==> src/hw/rtl/tshs_pkg.sv <==
`default_nettype none
package tshs_pkg;

	localparam int unsigned SPEED_TABLE_LEN = 10;
	localparam int unsigned MOTOR_COUNT     = 3;
	localparam int unsigned MOTOR_SLOTS     = 3;

	localparam int unsigned CMD_W   = 2;
	localparam int unsigned SEL_W   = 2;
	localparam int unsigned STEP_W  = 32;
	localparam int unsigned SLOT_W  = 4;
	localparam int unsigned TICKS_W = 8;
	localparam int unsigned WAIT_W  = 9;
	localparam int unsigned PHASE_W = 4;
	localparam int unsigned NIB_W   = 4;
	localparam int unsigned BYTE_W  = 8;

	localparam logic [PHASE_W-1:0] PHASE_LAST = 4'd7;
	localparam logic [PHASE_W-1:0] PHASE_OFF  = 4'd8;
	localparam logic [WAIT_W-1:0]  WAIT_IDLE  = 9'h1FF;

	typedef enum logic [CMD_W-1:0] {
		CMD_TICK  = 2'd0,
		CMD_START = 2'd1,
		CMD_WRITE = 2'd2
	} cmd_t;

	// apb register indexes
	typedef enum logic [0:0] {
		REG_IR_ENABLE = 1'b0
	} reg_idx_t;

	// half-step coil pattern, low-nibble form (high nibble is the same shifted by four)
	localparam logic [NIB_W-1:0] COIL_PATTERN [9] = '{
		4'h1, 4'h3, 4'h2, 4'h6, 4'h4, 4'hC, 4'h8, 4'h9, 4'h0
	};

	typedef struct packed {
		logic                  tick;
		logic                  start;
		logic                  write;
		logic [STEP_W-1:0]     step_total;
		logic                  clockwise;
		logic [SLOT_W-1:0]     slot;
		logic [TICKS_W-1:0]    wait_ticks;
	} motor_cmd_t;

	function automatic logic [NIB_W-1:0] coil_nibble(input logic [PHASE_W-1:0] phase);
		logic [NIB_W-1:0] nib;
		nib = 4'h0;
		if (phase <= PHASE_OFF) begin
			nib = COIL_PATTERN[phase];
		end
		return nib;
	endfunction

endpackage
`default_nettype wire

==> src/hw/rtl/tshs_motor.sv <==
`default_nettype none
module tshs_motor #(
	parameter int unsigned SpeedTableLen = tshs_pkg::SPEED_TABLE_LEN
) (
	input  wire                               clk,
	input  wire                               arst_n,
	input  tshs_pkg::motor_cmd_t              mcmd,
	output logic [tshs_pkg::NIB_W-1:0]        coil_next
);

	localparam int unsigned IdxW = (SpeedTableLen > 1) ? $clog2(SpeedTableLen) : 1;
	localparam logic [IdxW-1:0] PtrLast = IdxW'(SpeedTableLen - 1);
	localparam logic [tshs_pkg::SLOT_W:0] SlotLimit = (tshs_pkg::SLOT_W + 1)'(SpeedTableLen);

	logic [tshs_pkg::STEP_W-1:0]  steps_q, steps_n;
	logic                         running_q, running_n;
	logic                         dir_q, dir_n;
	logic [tshs_pkg::PHASE_W-1:0] phase_q, phase_n, phase_step;
	logic [tshs_pkg::WAIT_W-1:0]  wait_q, wait_n;
	logic [IdxW-1:0]              ptr_q, ptr_n;
	logic [tshs_pkg::TICKS_W-1:0] speed_q [SpeedTableLen];
	logic                         slot_ok;

	assign slot_ok = {1'b0, mcmd.slot} < SlotLimit;

	always_comb begin
		if (dir_q) begin
			phase_step = (phase_q >= tshs_pkg::PHASE_LAST) ? '0 : phase_q + 1'b1;
		end else begin
			phase_step = (phase_q == '0) ? tshs_pkg::PHASE_LAST : phase_q - 1'b1;
		end
	end

	always_comb begin
		steps_n   = steps_q;
		running_n = running_q;
		dir_n     = dir_q;
		phase_n   = phase_q;
		wait_n    = wait_q;
		ptr_n     = ptr_q;
		if (mcmd.tick) begin
			if (steps_q > tshs_pkg::STEP_W'(1)) begin
				if (wait_q == '0) begin
					phase_n = phase_step;
					steps_n = steps_q - 1'b1;
					wait_n  = {1'b0, speed_q[ptr_q]};
					ptr_n   = (ptr_q == PtrLast) ? '0 : ptr_q + 1'b1;
				end else begin
					wait_n = wait_q - 1'b1;
				end
			end else begin
				steps_n   = '0;
				running_n = 1'b0;
				wait_n    = tshs_pkg::WAIT_IDLE;
			end
			if (!running_n) begin
				phase_n = tshs_pkg::PHASE_OFF;
			end
		end else if (mcmd.start) begin
			steps_n   = mcmd.step_total;
			dir_n     = mcmd.clockwise;
			running_n = 1'b1;
			wait_n    = '0;
		end
	end

	always_ff @(posedge clk or negedge arst_n) begin
		if (!arst_n) begin
			steps_q   <= '0;
			running_q <= 1'b0;
			dir_q     <= 1'b0;
			phase_q   <= '0;
			wait_q    <= '0;
			ptr_q     <= '0;
		end else begin
			steps_q   <= steps_n;
			running_q <= running_n;
			dir_q     <= dir_n;
			phase_q   <= phase_n;
			wait_q    <= wait_n;
			ptr_q     <= ptr_n;
		end
	end

	always_ff @(posedge clk or negedge arst_n) begin
		if (!arst_n) begin
			for (int i = 0; i < SpeedTableLen; i++) begin
				speed_q[i] <= '0;
			end
		end else if (mcmd.write && slot_ok) begin
			speed_q[mcmd.slot[IdxW-1:0]] <= mcmd.wait_ticks;
		end
	end

	assign coil_next = tshs_pkg::coil_nibble(phase_n);

endmodule
`default_nettype wire

==> src/hw/rtl/three_stepper_halfstep_scheduler.sv <==
// path: an accepted transaction goes from the input stage register to the result register
// throughput: one transaction per cycle unless a held result stalls input; every command,
// tick included, passes once through the per-motor update logic between those registers
// reset: arst_n clears all motor state, speed tables, last shifted bytes and ir enable
`default_nettype none
module three_stepper_halfstep_scheduler #(
	parameter int unsigned SpeedTableLen = tshs_pkg::SPEED_TABLE_LEN,
	parameter int unsigned MotorCount    = tshs_pkg::MOTOR_COUNT
) (
	input  wire                                  clk,
	input  wire                                  arst_n,
	input  wire                                  psel,
	input  wire                                  penable,
	input  wire                                  pwrite,
	input  wire  [2:0]                           paddr,
	input  wire  [31:0]                          pwdata,
	output logic [31:0]                          prdata,
	output logic                                 pready,
	input  wire                                  item_valid,
	output logic                                 item_stall,
	input  wire  [tshs_pkg::CMD_W-1:0]           cmd,
	input  wire  [tshs_pkg::SEL_W-1:0]           motor_sel,
	input  wire  [tshs_pkg::STEP_W-1:0]          step_total,
	input  wire                                  clockwise,
	input  wire  [tshs_pkg::SLOT_W-1:0]          table_slot,
	input  wire  [tshs_pkg::TICKS_W-1:0]         wait_ticks,
	output logic                                 result_valid,
	input  wire                                  result_stall,
	output logic [tshs_pkg::BYTE_W-1:0]          shift_byte_low,
	output logic [tshs_pkg::BYTE_W-1:0]          shift_byte_high,
	output logic                                 bytes_changed
);

	// config register
	logic ir_enable_q;
	logic reg_hit;

	assign reg_hit = paddr[2] == tshs_pkg::REG_IR_ENABLE;
	assign pready  = 1'b1;
	assign prdata  = reg_hit ? {31'b0, ir_enable_q} : 32'b0;

	always_ff @(posedge clk or negedge arst_n) begin
		if (!arst_n) begin
			ir_enable_q <= 1'b0;
		end else if (psel && penable && pwrite && reg_hit) begin
			ir_enable_q <= pwdata[0];
		end
	end

	// input stage
	logic                           s1_valid_q;
	logic [tshs_pkg::CMD_W-1:0]     cmd_s1;
	logic [tshs_pkg::SEL_W-1:0]     sel_s1;
	logic [tshs_pkg::STEP_W-1:0]    steps_s1;
	logic                           cw_s1;
	logic [tshs_pkg::SLOT_W-1:0]    slot_s1;
	logic [tshs_pkg::TICKS_W-1:0]   ticks_s1;
	logic                           s1_go;
	logic                           item_take;
	logic                           is_tick;
	logic                           result_valid_q;

	assign s1_go      = s1_valid_q && (!result_valid_q || !result_stall);
	assign item_stall = s1_valid_q && !s1_go;
	assign item_take  = item_valid && !item_stall;
	assign is_tick    = cmd_s1 == tshs_pkg::CMD_TICK;

	always_ff @(posedge clk or negedge arst_n) begin
		if (!arst_n) begin
			s1_valid_q <= 1'b0;
		end else if (item_take) begin
			s1_valid_q <= 1'b1;
		end else if (s1_go) begin
			s1_valid_q <= 1'b0;
		end
	end

	always_ff @(posedge clk) begin
		if (item_take) begin
			cmd_s1   <= cmd;
			sel_s1   <= motor_sel;
			steps_s1 <= step_total;
			cw_s1    <= clockwise;
			slot_s1  <= table_slot;
			ticks_s1 <= wait_ticks;
		end
	end

	// motors
	logic [tshs_pkg::NIB_W-1:0] coil_nib [tshs_pkg::MOTOR_SLOTS];

	for (genvar g = 0; g < tshs_pkg::MOTOR_SLOTS; g++) begin : g_motor
		if (g < MotorCount) begin : g_on
			tshs_pkg::motor_cmd_t mcmd;
			logic                 hit;

			assign hit              = sel_s1 == tshs_pkg::SEL_W'(g);
			assign mcmd.tick        = s1_go && is_tick;
			assign mcmd.start       = s1_go && hit && (cmd_s1 == tshs_pkg::CMD_START);
			assign mcmd.write       = s1_go && hit && (cmd_s1 == tshs_pkg::CMD_WRITE);
			assign mcmd.step_total  = steps_s1;
			assign mcmd.clockwise   = cw_s1;
			assign mcmd.slot        = slot_s1;
			assign mcmd.wait_ticks  = ticks_s1;

			tshs_motor #(
				.SpeedTableLen(SpeedTableLen)
			) u_motor (
				.clk      (clk),
				.arst_n   (arst_n),
				.mcmd     (mcmd),
				.coil_next(coil_nib[g])
			);
		end else begin : g_off
			assign coil_nib[g] = '0;
		end
	end

	// result register
	logic [tshs_pkg::BYTE_W-1:0]   result_low_q, result_high_q;
	logic                          result_changed_q;
	logic [2*tshs_pkg::BYTE_W-1:0] prev_q;
	logic [tshs_pkg::BYTE_W-1:0]   low_new, high_new;

	assign low_new  = {coil_nib[2], coil_nib[1]};
	assign high_new = {coil_nib[0], ir_enable_q, 3'b000};

	always_ff @(posedge clk or negedge arst_n) begin
		if (!arst_n) begin
			result_valid_q <= 1'b0;
			prev_q         <= '0;
		end else begin
			if (s1_go) begin
				result_valid_q <= 1'b1;
			end else if (!result_stall) begin
				result_valid_q <= 1'b0;
			end
			if (s1_go && is_tick) begin
				prev_q <= {high_new, low_new};
			end
		end
	end

	always_ff @(posedge clk) begin
		if (s1_go) begin
			if (is_tick) begin
				result_low_q     <= low_new;
				result_high_q    <= high_new;
				result_changed_q <= {high_new, low_new} != prev_q;
			end else begin
				result_low_q     <= prev_q[tshs_pkg::BYTE_W-1:0];
				result_high_q    <= prev_q[2*tshs_pkg::BYTE_W-1:tshs_pkg::BYTE_W];
				result_changed_q <= 1'b0;
			end
		end
	end

	assign result_valid    = result_valid_q;
	assign shift_byte_low  = result_low_q;
	assign shift_byte_high = result_high_q;
	assign bytes_changed   = result_changed_q;

	// the shown bytes always match what was last shifted
	a_prev_matches: assert property (@(posedge clk) disable iff (!arst_n)
		result_valid_q |-> {result_high_q, result_low_q} == prev_q)
		else $error("result bytes differ from last shifted bytes");

	// input stage only blocks while the result register is held full
	a_stall_cause: assert property (@(posedge clk) disable iff (!arst_n)
		item_stall |-> (s1_valid_q && result_valid_q && result_stall))
		else $error("input stalled without a held result");

	// a non-tick transaction never reports a change
	a_changed_tick: assert property (@(posedge clk) disable iff (!arst_n)
		(s1_go && !is_tick) |=> !result_changed_q)
		else $error("change flagged on a non-tick transaction");

	a_high_pad: assert property (@(posedge clk) disable iff (!arst_n)
		result_valid_q |-> result_high_q[2:0] == 3'b000)
		else $error("unused bits of high byte set");

endmodule
`default_nettype wire

==> config.mk <==
export PLATFORM = sky130hd
export DESIGN_NAME = three_stepper_halfstep_scheduler
export DESIGN_NICKNAME = d
export VERILOG_FILES = /design/src/hw/rtl/tshs_pkg.sv /design/src/hw/rtl/tshs_motor.sv /design/src/hw/rtl/three_stepper_halfstep_scheduler.sv
export SDC_FILE = /design/constraint.sdc
export NUM_CORES = 1
export LEC_CHECK = 0
export BUFFER_PORTS_ARGS = -buffer_cell sky130_fd_sc_hd__buf_4
export CAP_MARGIN = 20
export CORE_MARGIN = 1
export CORE_UTILIZATION = 25
export CTS_BUF_LIST = sky130_fd_sc_hd__clkbuf_2 sky130_fd_sc_hd__clkbuf_4 sky130_fd_sc_hd__clkbuf_8
export DETAILED_ROUTE_END_ITERATION = 8
export GPL_TIMING_DRIVEN = 0
export PLACE_DENSITY_LB_ADDON = 0.12
export RECOVER_POWER = 100
export SYNTH_ARGS = -nofsm -noshare
export SYNTH_HDL_FRONTEND = slang
export SYNTH_SLANG_ARGS = --single-unit
export TNS_END_PERCENT = 30
==> constraint.sdc <==
create_clock -name clk -period 3.9 [get_ports clk]
set_input_delay 0.78 -clock clk [delete_from_list [all_inputs] [get_ports clk]]
set_output_delay 0.78 -clock clk [all_outputs]
set_load 0.03 [all_outputs]
==> impl_metrics.yaml, run 1 <==
synth:
  synth_cell_type_count: 94
  synth-edff-count: 63
  syn-cell-area_um2: 23900
  synthCells: 2168
  seq_area_frac_synth: 0.507
  synth-async-reset-ratio: 0.867
  synth_flop_cell: "dfrtp_1"
  synth_seq_cells: 472
  syn_avg_cell_area_um2: 11.0
  ys_warn_count: 0
layout:
  drive_above_1_share: 0.255
  antenna-diode-count: 0
  n_fill_cell: 9851
  area_delta_synth_final_pct: 17.6
  fin_util: 0.296
  layout_commonest_cell: "dfrtp_1"
  nets: 2481
  mostFrequentLayoutCells: "dfrtp_1 (409), o21ai_0 (258), mux2_2 (255), nand2_1 (171), nor2_1 (135)"
clock_tree:
  cts_made_buffers: 90
  cts-root-buf: "clkbuf_8"
  clockBufferDepth: 3
  cts_tree: "done"
  clock-sinks: 472
  clock_latency_ns: 0.73
  path_clk_slew_ns: 0.06
  htreeDepth: 3
job:
  maxCapViolCount: 3
critical_path:
  reg2reg_depth: 9
  worstSetupPathType: "reg -> reg"
  cp-start-kind: "flip-flop"
  critPathArrivalTime_ns: 4.16
  crit_fanout: 7
  required_ns: 4.34
  cp-end-kind: "flip-flop"
outcome:
  outcome: "complete, but fails checks"
  violations: "max-capacitance violations, max-slew violations"
grt:
  antenna_found_initial: 1
  overflow: 0
  grt_pass1_vias: 18800
  grt_use_total: 0.164
  grt_max_degree: 118
  grt_pass1_wl_um: 121000
drt:
  vias: 18500
  routedWlPerCell_um: 21.6
  routed_wirelength_um: 80000
  drc: 0
  drt_iter0_markers: 1255
  drtAntennaViolNets: 0
  via_per_inst: 4.99
  drtPass1Iterations: 5
timing:
  min_period_ns: 3.72
  holdWs_ns: 0.244
  fmax_mhz: 269
  slew_violations: 110
  hold_viol: 0
  setup_violations: 0
  min_period_over_period: 0.953
  finalClockSkew_ns: 0.0378
  tightest_slew_ns: 2.52
  timing.slew.headroom: -0.682
  rsz0062_at_grt: "no"
floorplan:
  die_height_um: 311
  core.rowCount: 113
  floorplan.initialDensity: 0.252
  core_um2: 94900
  dieArea_um2: 96800
  ios: 143
  die_w_um: 311
placement:
  port_buffers: 74
  dp_hpwl_um: 56400
  gp_congestion: 0.833
worst_hold_path:
  hp-class: "in -> reg"
  min_delay_path_depth: 1
pwr:
  vdd_drop_max_v: 0.000220
  finalPower_mw: 15.7
  power.density_nw_per_um2: 559
  p_leak_nw: 12.2
## power breakdown
| part | switching [mW] | internal, mW | total (mW) |
|---|---|---|---|
| Clock | 2.34 | 2.89 | 5.23 |
| Combinational | 2.47 | 1.52 | 3.99 |
| Sequential | 0.787 | 5.72 | 6.50 |
## flip-flops by register name (all words and copies together), names as in the netlist
signal                          flops
g_motor.g_on.u_motor.phase_q       12
g_motor.g_on.u_motor.ptr_q         12
shift_byte_low                      8
g_motor.g_on.u_motor.wait_q        27
g_motor.g_on.u_motor.speed_q      240
ir_enable_q                         1
s1_valid_q                          1
slot_s1                             4
g_motor.g_on.u_motor.steps_q       96
cmd_s1                              2
cw_s1                               1
steps_s1                           32
bytes_changed                       1
sel_s1                              2
g_motor.g_on.u_motor.running_q      3
g_motor.g_on.u_motor.dir_q          3
ticks_s1                            8
result_valid                        1
prev_q                             13
shift_byte_high                     5
## what timing repair did
action	4_1_cts	5_1_grt
resized for setup	6	11
buffers inserted	0	0
hold buffers	0	0
setup endpoints to repair	63	47
pin swaps	0	1
## cells by family after synthesis
group | share of synthesized area
AO/OA/AOI/OAI | 0.147
XOR/XNOR | 0.00293
adder cells (fa/ha/maj) | 0.00827
buffers and inverters | 0.0408
flip-flops | 0.507
multiplexers | 0.177
other | 0.000314
AND/OR/NAND/NOR | 0.117
## layout make-up
cell class / count / area, um^2 / share of cell area
flip-flops and latches: 472 / 12100 / 0.431
multi-input cells: 1512 / 10900 / 0.390
clock buffers: 137 / 1660 / 0.0591
well taps: 1265 / 1580 / 0.0563
plain buffers: 157 / 754 / 0.0268
repair buffers: 82 / 569 / 0.0203
clock inverters: 25 / 239 / 0.00850
inverters: 60 / 225 / 0.00801
## metal layers
layer,GRT usage,wire (um)
met5,0,0
met4,0.0606,2810
met3,0.0255,3450
met2,0.264,37100
met1,0.223,36600
## worst paths after layout
check	slack [ns]	end	start
max	0.18	bytes_changed	g_motor[2].g_on.u_motor.steps_q[27]
min	0.24	ticks_s1[1]	wait_ticks[1]
max reg2reg	0.18	bytes_changed	g_motor[2].g_on.u_motor.steps_q[27]
min reg2reg	0.48	g_motor[1].g_on.u_motor.steps_q[31]	g_motor[1].g_on.u_motor.steps_q[31]
max in group asynchronous	0.94	g_motor[2].g_on.u_motor.speed_q[13]	arst_n
min in group asynchronous	0.79	g_motor[1].g_on.u_motor.steps_q[24]	arst_n
## cell usage after synthesis (10+ instances only)
library cell,instances,share of area
nand2_1,171,0.027
o41ai_1,11,0.0040
nor2_1,135,0.021
o21ai_0,256,0.054
edfxtp_1,63,0.079
and2_1,10,0.0026
mux4_2,48,0.045
a32oi_1,23,0.0084
nand3_1,17,0.0036
nor4_1,24,0.0063
clkbuf_1,102,0.016
mux2_2,256,0.12
o22ai_1,20,0.0052
a31oi_1,17,0.0044
a21oi_1,126,0.026
or4_1,11,0.0035
ha_1,15,0.0079
mux2i_1,24,0.010
buf_4,37,0.012
inv_1,55,0.0086
or3_1,15,0.0039
a22oi_1,25,0.0079
buf_2,12,0.0025
nor3_1,65,0.014
and3_1,12,0.0031
dfrtp_1,409,0.43
a22o_1,18,0.0066
nand2b_1,19,0.0050
## through the flow
step | TNS [ns] | instances | instance area [um^2] | worst slack (ns)
after global routing | 0 | 3710 | 28100 | 0.0392
after global placement | -1140.79 | 3540 | 26200 | -2.51
after detailed placement | -62.95 | 3547 | 26300 | -1.30
after floorplan | 0 | 2201 | 24000 | 0.436
after CTS | 0 | 3709 | 28200 | 0.0367
final | 0 | 3710 | 28100 | 0.183
## worst max-delay path: stages (launching register included)
cell	delay [ns]
dfrtp_1	0.41
nor4_1	0.49
nor4b_2	0.65
nand4_2	0.44
nand4_4	0.28
a2bb2oi_4	0.26
mux2_4	0.33
a211o_1	0.28
a211oi_2	0.19
a21oi_1	0.10
(Power assumes the default switching activity.)
==> run 2: changes to the inputs <==
--- a/config.mk
+++ b/config.mk
@@ -7,7 +7,7 @@
 export LEC_CHECK = 0
 export BUFFER_PORTS_ARGS = -buffer_cell sky130_fd_sc_hd__buf_4
 export CAP_MARGIN = 20
-export CORE_MARGIN = 1
+export CORE_MARGIN = 2
 export CORE_UTILIZATION = 25
 export CTS_BUF_LIST = sky130_fd_sc_hd__clkbuf_2 sky130_fd_sc_hd__clkbuf_4 sky130_fd_sc_hd__clkbuf_8
 export DETAILED_ROUTE_END_ITERATION = 8
==> run 2 against run 1 <==
Net effect:
- the run still ends with max-capacitance violations, max-slew violations left
- clock-buffer cell count grew 10
- total power up 2.1%
- wire length up 0.59%
- highest routed layer unchanged
==> impl_metrics.yaml, run 2 (synthesis gave the netlist of run 1 again) <==
outcome:
  outcome: "complete, but fails checks"
  violations: "max-capacitance violations, max-slew violations"
placement:
  dp_hpwl_um: 57000
  port_buffers: 74
  postPlaceCellArea_um2: 26400
  gp_congestion: 0.835
  dp.cells: 3549
timing:
  setup_tns_ns: 0
  tightest_slew_ns: 1.96
  hold_viol: 0
  min_period_over_period: 0.943
  setup_violations: 0
  timing.slew.headroom: -0.303
  rsz0062_at_grt: "no"
  fmax_mhz: 272
  slew_violations: 104
  finalClockSkew_ns: 0.0509
  min_period_ns: 3.68
floorplan:
  dieArea_um2: 98100
  core_um2: 94900
  die_w_um: 313
  ios: 143
  floorplan.initialDensity: 0.252
  core.rowCount: 113
  die_height_um: 313
critical_path:
  crit_end: "bytes_changed"
  critPathLaunch: "g_motor[0].g_on.u_motor.wait_q[0]"
  rr_endpoint: "bytes_changed"
  r2r_slack_ns: 0.22
  reg2reg_depth: 11
  critPathArrivalTime_ns: 4.10
  crit_fanout: 6
  cp-start-kind: "flip-flop"
  required_ns: 4.32
  rr_startpoint: "g_motor[0].g_on.u_motor.wait_q[0]"
  worstSetupPathType: "reg -> reg"
  cp-end-kind: "flip-flop"
grt:
  overflow: 0
  grt_pass1_wl_um: 122000
  grt_max_degree: 115
  grt_pass1_vias: 18900
  grt_use_total: 0.163
  antenna_found_initial: 1
clock_tree:
  cts_made_buffers: 92
  path_clk_slew_ns: 0.06
  clock_latency_ns: 0.73
  clock-sinks: 472
  htreeDepth: 3
  clockBufferDepth: 3
  cts-root-buf: "clkbuf_8"
  cts_tree: "done"
drt:
  via_per_inst: 5.01
  vias: 18600
  routedWlPerCell_um: 21.7
  drtPass1Iterations: 7
  drt_iter0_markers: 1259
  routed_wirelength_um: 80500
  drc: 0
  drtAntennaViolNets: 0
pwr:
  power.density_nw_per_um2: 566
  vdd_drop_max_v: 0.000247
  p_leak_nw: 12.3
layout:
  mostFrequentLayoutCells: "dfrtp_1 (409), o21ai_0 (258), mux2_2 (255), nand2_1 (171), nor2_1 (135)"
  layout_commonest_cell: "dfrtp_1"
  largest_register_ffs: 240
  regMostFlops: "g_motor.g_on.u_motor.speed_q"
  reg_top3: "g_motor.g_on.u_motor.speed_q: 240 flops, g_motor.g_on.u_motor.steps_q: 96 flops, steps_s1: 32 flops"
  n_fill_cell: 9812
  nets: 2486
  design_area_um2: 28300
  drive_above_1_share: 0.257
  antenna-diode-count: 0
  finalNonFillerCells: 3716
  area_delta_synth_final_pct: 18.6
job:
  maxCapViolCount: 4
worst_hold_path:
  hp-class: "in -> reg"
[run 2: critical path, cell delays in order (launching register included)]
cell and delay [ns]:
dfrtp_1 0.40, inv_1 0.10, ha_1 0.23, or4b_1 0.51, nor2_1 0.47, a31oi_1 0.18
a211oi_2 0.49, nand3_1 0.23, a2111oi_4 0.38, a311oi_1 0.12, a211oi_2 0.17, a21oi_1 0.11
[run 2: what timing repair did]
action,CTS,global route
endpoints found under the hold margin,4,0
cloned,0,0
buffers inserted,0,2
hold buffers,1,0
pin swaps,0,1
gates resized for setup,7,7
setup endpoints to repair,69,19
[run 2: final cells by class]
class | count | area [um^2] | area share
well taps | 1265 | 1580 | 0.0558
clock inverters | 18 | 254 | 0.00896
repair buffers | 86 | 649 | 0.0229
plain buffers | 156 | 749 | 0.0264
clock buffers | 147 | 1790 | 0.0632
inverters | 60 | 225 | 0.00795
multi-input cells | 1512 | 11000 | 0.387
flip-flops and latches | 472 | 12100 | 0.428
[run 2: how the worst min path moves through the flow]
| stage | startpoint | endpoint | slack (ns) | cells after the start |
|---|---|---|---|---|
| final | motor_sel[1] | sel_s1[1] | 0.25 | 1 |
| after global routing | motor_sel[1] | sel_s1[1] | 0.19 | 1 |
| after CTS | motor_sel[1] | sel_s1[1] | 0.14 | 1 |
| after detailed placement | s1_valid_q | result_valid | 0.47 | 1 |
| after global placement | s1_valid_q | result_valid | 0.45 | 1 |
| after floorplan | s1_valid_q | result_valid | 0.44 | 1 |
[run 2: metal layers]
layer  routed length, um  GRT usage  part of all wire
met1               37100      0.227              0.46
met2               37300      0.259              0.46
met3                3890     0.0258             0.048
met4                2140     0.0501             0.027
met5                   0          0                 0
[run 2: through the flow]
stage	util	power (mW)	setup WS [ns]	hold slack, ns
2_1_floorplan	-	9.20	0.436	0.442
3_3_place_gp	0.276	10.5	-2.49	0.453
3_5_place_dp	0.278	10.6	-1.31	0.471
4_1_cts	0.300	16.3	0.0604	0.141
5_1_grt	0.299	17.1	0.00967	0.186
6_report	0.299	16.0	0.222	0.249
[run 2: where the power goes]
| part | switching (mW) | internal (mW) | leakage [nW] |
|---|---|---|---|
| logic | 2.47 | 1.54 | 5.12 |
| clock network | 2.32 | 3.20 | 1.09 |
| registers | 0.782 | 5.72 | 6.05 |
| total | 5.58 | 10.5 | 12.3 |
